<file path="config.mk">
export PLATFORM = sky130hd
export DESIGN_NAME = silence_run_remover
export DESIGN_NICKNAME = d
export VERILOG_FILES = /design/src/design/srr_pkg.sv /design/src/design/srr_ram.sv /design/src/design/srr_cfg.sv /design/src/design/silence_run_remover.sv
export SDC_FILE = /design/constraint.sdc
export NUM_CORES = 1
export LEC_CHECK = 0
export ABC_AREA = 1
export ABC_CLOCK_PERIOD_IN_PS = 4760
export BUFFER_PORTS_ARGS = -buffer_cell sky130_fd_sc_hd__buf_2
export CAP_MARGIN = 10
export CORE_MARGIN = 2
export CORE_UTILIZATION = 41
export DETAILED_ROUTE_END_ITERATION = 10
export PLACE_DENSITY_LB_ADDON = 0.1
export SLEW_MARGIN = 20
export SYNTH_ARGS = -nofsm -noshare
export SYNTH_HDL_FRONTEND = slang
export SYNTH_SLANG_ARGS = --single-unit
</file>
<file path="constraint.sdc">
create_clock -name clock -period 4.76 [get_ports clock]
set_clock_uncertainty 0.2 [all_clocks]
set_input_delay 0.476 -clock clock [delete_from_list [all_inputs] [get_ports clock]]
set_output_delay 0.476 -clock clock [all_outputs]
set_load 0.005 [all_outputs]
</file>
<file path="src/design/srr_pkg.sv">
`default_nettype none
package srr_pkg;

   localparam int unsigned SAMPLE_W         = 16;
   localparam int unsigned QUIET_W          = 15;
   localparam int unsigned MINLEN_W         = 6;
   localparam int unsigned EFF_W            = 7;
   localparam int unsigned MAX_HELD_RUN_DEF = 32;
   localparam int unsigned CSR_IDX_W        = 1;
   localparam int unsigned CSR_DATA_W       = 16;

   localparam logic [CSR_IDX_W-1:0] CSR_QUIET_LEVEL     = 1'd0;
   localparam logic [CSR_IDX_W-1:0] CSR_MIN_SILENCE_LEN = 1'd1;

   // Configuration seen by the datapath.
   typedef struct packed {
      logic [QUIET_W-1:0] quiet_level;
      logic [EFF_W-1:0]   eff_min;
   } cfg_type;

endpackage
`default_nettype wire

</file>
<file path="src/design/srr_ram.sv">
`default_nettype none
module srr_ram #(
   parameter int unsigned WIDTH = 16,
   parameter int unsigned DEPTH = 32,
   localparam int unsigned AW = (DEPTH > 1) ? $clog2(DEPTH) : 1
) (
   input  wire logic             clock,
   input  wire logic             wr_en,
   input  wire logic [AW-1:0]    wr_addr,
   input  wire logic [WIDTH-1:0] wr_data,
   input  wire logic             rd_en,
   input  wire logic [AW-1:0]    rd_addr,
   output logic      [WIDTH-1:0] rd_data
);

   logic [WIDTH-1:0] mem_ff [DEPTH];
   logic [WIDTH-1:0] rd_data_ff;

   always_ff @(posedge clock) begin
      if (wr_en) begin
         mem_ff[wr_addr] <= wr_data;
      end
      if (rd_en) begin
         rd_data_ff <= mem_ff[rd_addr];
      end
   end

   assign rd_data = rd_data_ff;

endmodule
`default_nettype wire

</file>
<file path="src/design/srr_cfg.sv">
`default_nettype none
module srr_cfg #(
   parameter int unsigned MAX_HELD_RUN = srr_pkg::MAX_HELD_RUN_DEF
) (
   input  wire logic                            clock,
   input  wire logic                            reset,
   input  wire logic                            wr_en,
   input  wire logic [srr_pkg::CSR_IDX_W-1:0]   wr_index,
   input  wire logic [srr_pkg::CSR_DATA_W-1:0]  wr_data,
   output srr_pkg::cfg_type                     cfg
);

   localparam logic [srr_pkg::EFF_W-1:0] MIN_CAP = srr_pkg::EFF_W'(MAX_HELD_RUN + 1);

   logic [srr_pkg::QUIET_W-1:0]  quiet_level_ff;
   logic [srr_pkg::MINLEN_W-1:0] min_len_ff;
   logic [srr_pkg::EFF_W-1:0]    min_ext;

   always_ff @(posedge clock) begin
      if (reset) begin
         quiet_level_ff <= '0;
         min_len_ff     <= srr_pkg::MINLEN_W'(1);
      end else if (wr_en) begin
         case (wr_index)
            srr_pkg::CSR_QUIET_LEVEL:
               quiet_level_ff <= wr_data[srr_pkg::QUIET_W-1:0];
            srr_pkg::CSR_MIN_SILENCE_LEN:
               min_len_ff <= wr_data[srr_pkg::MINLEN_W-1:0];
            default: ;
         endcase
      end
   end

   // Clamp the minimum run length to 1 .. buffer depth + 1.
   always_comb begin
      min_ext         = srr_pkg::EFF_W'(min_len_ff);
      cfg.quiet_level = quiet_level_ff;
      if (min_len_ff == '0) begin
         cfg.eff_min = srr_pkg::EFF_W'(1);
      end else if (min_ext > MIN_CAP) begin
         cfg.eff_min = MIN_CAP;
      end else begin
         cfg.eff_min = min_ext;
      end
   end

endmodule
`default_nettype wire

</file>
<file path="src/design/silence_run_remover.sv">
// Timing: a result not read from the run memory passes the tail register, then the output
//   register; a released run passes the memory output register and the output register,
//   one memory read and one result per cycle while the output is free; loud sample last.
// Throughput: 1 item per cycle while no result is caused; none while a run or tail result is going out.
// Reset: synchronous, active high; clears control state, run count, dropping flag and
//   registers (quiet_level = 0, min_silence_len = 1). The run memory is not cleared.
`default_nettype none
module silence_run_remover #(
   parameter int unsigned MAX_HELD_RUN = srr_pkg::MAX_HELD_RUN_DEF
) (
   input  wire logic                                  clock,
   input  wire logic                                  reset,
   // input items
   input  wire logic                                  req_valid,
   output logic                                       req_ready,
   input  wire logic signed [srr_pkg::SAMPLE_W-1:0]   req_sample_in,
   input  wire logic                                  req_stream_end,
   // result items
   output logic                                       rsp_valid,
   input  wire logic                                  rsp_ready,
   output logic signed [srr_pkg::SAMPLE_W-1:0]        rsp_sample_out,
   output logic                                       rsp_run_last,
   output logic                                       rsp_end_marker,
   // configuration writes
   input  wire logic                                  csr_valid,
   output logic                                       csr_ready,
   input  wire logic [srr_pkg::CSR_IDX_W-1:0]         csr_index,
   input  wire logic [srr_pkg::CSR_DATA_W-1:0]        csr_wdata
);

   localparam int unsigned CNT_W = $clog2(MAX_HELD_RUN + 2);
   localparam int unsigned AW    = (MAX_HELD_RUN > 1) ? $clog2(MAX_HELD_RUN) : 1;
   localparam int unsigned SW    = srr_pkg::SAMPLE_W;

   typedef enum logic [2:0] {
      ST_IDLE  = 3'b001,
      ST_FLUSH = 3'b010,
      ST_TAIL  = 3'b100
   } state_type;

   srr_pkg::cfg_type cfg;

   state_type        state_ff, state_in;
   logic [CNT_W-1:0] count_ff, count_in;
   logic             drop_ff, drop_in;
   logic [CNT_W-1:0] flush_n_ff, flush_n_in;
   logic [CNT_W-1:0] idx_ff, idx_in;
   logic             rd_vld_ff, rd_vld_in;
   logic             rd_last_ff, rd_last_in;
   logic             tail_pend_ff, tail_pend_in;
   logic [SW-1:0]    tail_sample_ff, tail_sample_in;
   logic             tail_endm_ff, tail_endm_in;

   logic             rsp_valid_ff, rsp_valid_in;
   logic [SW-1:0]    rsp_sample_ff, rsp_sample_in;
   logic             rsp_last_ff, rsp_last_in;
   logic             rsp_endm_ff, rsp_endm_in;

   logic             accept;
   logic             out_free;
   logic             load_rd;
   logic             issue;
   logic [SW:0]      mag;
   logic             quiet;
   logic [CNT_W-1:0] cnt_inc;
   logic             run_full;
   logic             mem_we;
   logic [SW-1:0]    rd_data;

   // configuration registers
   assign csr_ready = 1'b1;

   srr_cfg #(
      .MAX_HELD_RUN (MAX_HELD_RUN)
   ) u_cfg (
      .clock    (clock),
      .reset    (reset),
      .wr_en    (csr_valid & csr_ready),
      .wr_index (csr_index),
      .wr_data  (csr_wdata),
      .cfg      (cfg)
   );

   // handshakes: take a new item only when idle, with no release or tail result in progress
   assign req_ready = (state_ff == ST_IDLE);
   assign accept    = req_valid & req_ready;
   assign out_free  = ~rsp_valid_ff | rsp_ready;

   // classify: magnitude of -32768 is 32768
   always_comb begin
      if (req_sample_in[SW-1]) begin
         mag = (SW+1)'(1 << SW) - {1'b0, req_sample_in};
      end else begin
         mag = {1'b0, req_sample_in};
      end
      quiet    = (mag <= (SW+1)'(cfg.quiet_level));
      cnt_inc  = count_ff + CNT_W'(1);
      run_full = (srr_pkg::EFF_W'(cnt_inc) >= cfg.eff_min);
   end

   // hold a quiet sample at the end of the run unless the run is being dropped or the buffer is full
   assign mem_we = accept & quiet & ~drop_ff & (count_ff < CNT_W'(MAX_HELD_RUN));

   // release pipeline: one read in flight, data held in the memory output register
   assign load_rd = (state_ff == ST_FLUSH) & rd_vld_ff & out_free;
   assign issue   = (state_ff == ST_FLUSH) & (idx_ff < flush_n_ff) & (~rd_vld_ff | load_rd);

   srr_ram #(
      .WIDTH (SW),
      .DEPTH (MAX_HELD_RUN)
   ) u_run_mem (
      .clock   (clock),
      .wr_en   (mem_we),
      .wr_addr (count_ff[AW-1:0]),
      .wr_data (req_sample_in),
      .rd_en   (issue),
      .rd_addr (idx_ff[AW-1:0]),
      .rd_data (rd_data)
   );

   always_comb begin
      state_in       = state_ff;
      count_in       = count_ff;
      drop_in        = drop_ff;
      flush_n_in     = flush_n_ff;
      idx_in         = idx_ff;
      rd_vld_in      = rd_vld_ff;
      rd_last_in     = rd_last_ff;
      tail_pend_in   = tail_pend_ff;
      tail_sample_in = tail_sample_ff;
      tail_endm_in   = tail_endm_ff;
      rsp_valid_in   = rsp_valid_ff & ~rsp_ready;
      rsp_sample_in  = rsp_sample_ff;
      rsp_last_in    = rsp_last_ff;
      rsp_endm_in    = rsp_endm_ff;

      case (state_ff)
         ST_IDLE: begin
            if (accept) begin
               idx_in         = '0;
               rd_vld_in      = 1'b0;
               tail_pend_in   = 1'b0;
               tail_sample_in = req_sample_in;
               tail_endm_in   = 1'b0;
               flush_n_in     = '0;
               if (quiet) begin
                  if (!drop_ff) begin
                     if (run_full) begin
                        // run reached the minimum: drop it and what follows
                        count_in = '0;
                        drop_in  = 1'b1;
                     end else begin
                        count_in = cnt_inc;
                     end
                  end
                  if (req_stream_end) begin
                     if (drop_ff || run_full) begin
                        tail_pend_in   = 1'b1;
                        tail_sample_in = '0;
                        tail_endm_in   = 1'b1;
                     end else begin
                        flush_n_in = cnt_inc;
                     end
                  end
               end else begin
                  // loud: release the held run, then pass the sample
                  flush_n_in   = count_ff;
                  tail_pend_in = 1'b1;
                  count_in     = '0;
                  drop_in      = 1'b0;
               end
               if (req_stream_end) begin
                  count_in = '0;
                  drop_in  = 1'b0;
               end
               if (flush_n_in != '0) begin
                  state_in = ST_FLUSH;
               end else if (tail_pend_in) begin
                  state_in = ST_TAIL;
               end
            end
         end

         ST_FLUSH: begin
            if (issue) begin
               idx_in     = idx_ff + CNT_W'(1);
               rd_last_in = (idx_ff + CNT_W'(1) == flush_n_ff);
               rd_vld_in  = 1'b1;
            end else if (load_rd) begin
               rd_vld_in = 1'b0;
            end
            if (load_rd) begin
               rsp_valid_in  = 1'b1;
               rsp_sample_in = rd_data;
               rsp_last_in   = rd_last_ff & ~tail_pend_ff;
               rsp_endm_in   = 1'b0;
               if (rd_last_ff) begin
                  state_in = tail_pend_ff ? ST_TAIL : ST_IDLE;
               end
            end
         end

         ST_TAIL: begin
            if (out_free) begin
               rsp_valid_in  = 1'b1;
               rsp_sample_in = tail_sample_ff;
               rsp_last_in   = 1'b1;
               rsp_endm_in   = tail_endm_ff;
               tail_pend_in  = 1'b0;
               state_in      = ST_IDLE;
            end
         end

         default: begin
            state_in = ST_IDLE;
         end
      endcase
   end

   always_ff @(posedge clock) begin
      if (reset) begin
         state_ff     <= ST_IDLE;
         count_ff     <= '0;
         drop_ff      <= 1'b0;
         rd_vld_ff    <= 1'b0;
         tail_pend_ff <= 1'b0;
         rsp_valid_ff <= 1'b0;
      end else begin
         state_ff     <= state_in;
         count_ff     <= count_in;
         drop_ff      <= drop_in;
         rd_vld_ff    <= rd_vld_in;
         tail_pend_ff <= tail_pend_in;
         rsp_valid_ff <= rsp_valid_in;
      end
   end

   // payload and loop bookkeeping
   always_ff @(posedge clock) begin
      flush_n_ff     <= flush_n_in;
      idx_ff         <= idx_in;
      rd_last_ff     <= rd_last_in;
      tail_sample_ff <= tail_sample_in;
      tail_endm_ff   <= tail_endm_in;
      rsp_sample_ff  <= rsp_sample_in;
      rsp_last_ff    <= rsp_last_in;
      rsp_endm_ff    <= rsp_endm_in;
   end

   assign rsp_valid      = rsp_valid_ff;
   assign rsp_sample_out = rsp_sample_ff;
   assign rsp_run_last   = rsp_last_ff;
   assign rsp_end_marker = rsp_endm_ff;

endmodule
`default_nettype wire

</file>
==> results.sh <==
export IMPL_status="completed"
export IMPL_antenna_found_initial=3
export IMPL_portBuffers=57
export IMPL_multi_input_area_um2=6390
export IMPL_cp_num_buf_inv=10
export IMPL_p_leak_uw=0.0101
export IMPL_slew_headroom_pct=28.6
export IMPL_syn_nets=2178
export IMPL_clock_fmax_mhz=249
export IMPL_worstPathMaxFanout=16
export IMPL_synth_area_um2=25200
export IMPL_final_nets=2285
export IMPL_clk_latency_ns=0.60
export IMPL_die_area_um2=63500
export IMPL_grt_overflow_total=0
export IMPL_drc=0
export IMPL_area_growth_pct=16.0
export IMPL_post_route_cell_area_um2=29200
export IMPL_ys_types=43
export IMPL_place_inst=2915
export IMPL_cp_slowest_stage_delay_ns=0.31
export IMPL_yosysWarningCount=0
export IMPL_initial_utilization_pct=41.6
export IMPL_async_flop_share_pct=0
export IMPL_final_antenna_net_count=0
export IMPL_cpMostUsedCell="inv_1"
export IMPL_seq_area_frac_synth_pct=71.3
export IMPL_core_area_um2=60600
export IMPL_path_depth=26
export IMPL_rr_worst_depth=18
export IMPL_synth_ff_type="edfxtp_1"
export IMPL_stdcell_count=3044
export IMPL_die_h_um=252
export IMPL_drt_iter0_drc=1738
export IMPL_cap_viol_max_count=0
export IMPL_postSynthAreaPerCell_um2=12.0
export IMPL_post_cts_buffers=0
export IMPL_cp_end_kind="register"
export IMPL_rrSetupSlack_ns=1.38
export IMPL_min_path_type="in -> reg"
export IMPL_post_cts_resized=0
export IMPL_fillers=5406
export IMPL_gp_congestion=0.856
export IMPL_hpwlAfterDp_mm=44.8
export IMPL_critPathTopFamily="simple AND/OR/NAND/NOR gates"
export IMPL_io_pins=60
export IMPL_seq_area_um2=18000
export IMPL_n_antenna_cell=0
export IMPL_grt_use_total_pct=22.8
export IMPL_fin_crit_ns=4.01
export IMPL_detail_route_wirelength_mm=72.5
export IMPL_vias_per_cell=5.53
export IMPL_hold_viol=0
export IMPL_tightest_slew_ns=1.07
export IMPL_peakVddDrop_uv=332
export IMPL_synth_cells=2106
export IMPL_rsz0062_at_grt="no"
export IMPL_drt_first_pass_iters=5
export IMPL_p_total_uw=15000
export IMPL_timing_setup_tns_ns=0
export IMPL_synth_edff_count=576
export IMPL_power_density_nw_per_um2=513
export IMPL_min_delay_path_depth=3
export IMPL_grt_pass1_vias=15999
export IMPL_maxSlewViolCount=0
export IMPL_cts_buffers_inserted=66
export IMPL_period_share_pct=84.2
export IMPL_cp_required_ns=4.85
export IMPL_h_tree_depth=3
export IMPL_grt_pass1_wl_mm=106
export IMPL_worst_setup_path_type="in -> reg"
export IMPL_row_count=90
export IMPL_dpl_instance_area_um2=27000
export IMPL_startpoint_type="primary input"
export IMPL_cp_arrival_ns=4.10
export IMPL_avgRoutedWirePerCell_um=23.8
export IMPL_cts_tree="yes"
export IMPL_clockBufferDepth=3
export IMPL_clk_pin_slew_ns=0.06
export IMPL_crit_slowest_cell="ha_1"
export IMPL_cts_sinks=610
export IMPL_ctsRootBufferMaster="clkbuf_16"
export IMPL_die_w_um=252
export IMPL_holdWs_ns=0.0201
export IMPL_setup_viol=0
export IMPL_drive_above_1_share_pct=12.7
export IMPL_vias=16836
export IMPL_grt_max_degree=235
export IMPL_synth_seq_cells=610
## sequential cells by signal, indices dropped and copies added (netlist names), 3 cells and up
signal                flops
u_run_mem.rd_data        16
u_cfg.quiet_level_ff     15
tail_sample_ff           16
flush_n_ff                6
idx_ff                    6
state_ff                  3
rsp_sample_out           16
u_cfg.min_len_ff          6
count_ff                  6
u_run_mem.mem_ff        512
## final timing paths
check / start / to
worst max register to register: count_ff[0] / state_ff[0]
worst min register to register: u_cfg.quiet_level_ff[5] / u_cfg.quiet_level_ff[5]
worst min-delay path: csr_wdata[12] / u_cfg.quiet_level_ff[12]
worst max-delay path: req_sample_in[1] / u_run_mem.mem_ff[2][0]
## synthesized netlist by cell type (9+ instances only)
| cell type | number | area, um2 |
|---|---|---|
| xor2_1 | 18 | 158 |
| o21ai_0 | 352 | 1760 |
| ha_1 | 33 | 413 |
| nand3_1 | 25 | 125 |
| buf_2 | 9 | 45.0 |
| edfxtp_1 | 576 | 17300 |
| inv_1 | 88 | 330 |
| o22ai_1 | 157 | 982 |
| dfxtp_1 | 34 | 681 |
| a21oi_1 | 48 | 240 |
| nand2_2 | 11 | 68.8 |
| nor2_1 | 399 | 1500 |
| nand2_1 | 178 | 668 |
| clkbuf_1 | 104 | 390 |
## power by group
part           switching, uW  internal (uW)
combinational           2700            999
clock                   2050           3000
sequential               105           6130
total                   4850          10100
## worst min-delay path, cell delays in order
cell and delay (ns):
buf_2 0.07, o21ai_0 0.09, a21oi_1 0.12
## stage by stage
| stage | worst slack (ns) | utilization [%] |
|---|---|---|
| final | 0.751 | 48.3 |
| after detailed placement | 0.180 | 44.5 |
| after global placement | 0.218 | 44.5 |
| after CTS | 0.771 | 48.3 |
| after global routing | 0.338 | 48.3 |
| after floorplan | 0.253 | - |
## routing by layer
metal	part of all wire [%]	up-vias	track usage [%]
met5	0.018	-	0
met4	2.9	2	7.79
met3	5.9	107	3.13
met2	45	531	34.8
met1	46	8364	33.5
li1	-	7832	-
## what timing repair did
| action | in CTS | in global routing |
|---|---|---|
| endpoints found under the setup margin | 0 | 0 |
| hold endpoints to repair | 14 | 0 |
| hold buffers | 12 | 0 |
## layout make-up
type                       count  area share, %
clock buffer                  83           6.16
timing repair buffer         162           4.80
inverter                      94           1.23
tap                          782           3.35
multi-input combinational   1279           21.9
clock inverter                34           1.11
sequential                   610           61.5
## cell usage in the layout (no fill, tap or decap), types with 3 or more instances in the layout
| master | synthesis | final |
|---|---|---|
| o31ai_1 | 5 | 5 |
| a21oi_1 | 48 | 48 |
| nand2_1 | 178 | 178 |
| buf_2 | 9 | 57 |
| edfxtp_1 | 576 | 576 |
| buf_12 | 0 | 24 |
| dlygate4sd3_1 | 0 | 12 |
| nor2_1 | 399 | 398 |
| o22ai_1 | 157 | 157 |
| clkinv_1 | 1 | 10 |
| nand2_2 | 11 | 11 |
| nor3_1 | 5 | 5 |
| buf_4 | 2 | 69 |
| a211oi_1 | 4 | 4 |
| clkbuf_16 | 0 | 70 |
| bufinv_16 | 0 | 6 |
| clkbuf_1 | 104 | 13 |
| nand3_1 | 25 | 25 |
| nand3_2 | 4 | 4 |
| ha_1 | 33 | 33 |
| o21ai_0 | 352 | 352 |
| a31oi_1 | 6 | 6 |
| inv_2 | 5 | 6 |
| nand4_1 | 7 | 7 |
| nor2_2 | 5 | 6 |
| nor2_4 | 3 | 3 |
| inv_1 | 88 | 85 |
| clkinv_2 | 0 | 17 |
| dfxtp_1 | 34 | 34 |
| xor2_1 | 18 | 18 |
## cell families after synthesis
logic type / Yosys count / synth area share (%)
other: 1 / 0.0149
and+or+nand+nor: 645 / 10.4
xor gates and xnor gates: 20 / 0.695
adders and majority gates: 33 / 1.64
DFF: 610 / 71.3
buffers and inverters: 217 / 3.35
AOI/OAI and AO/OA: 580 / 12.6
No activity file was read; power rests on OpenSTA's default activity.
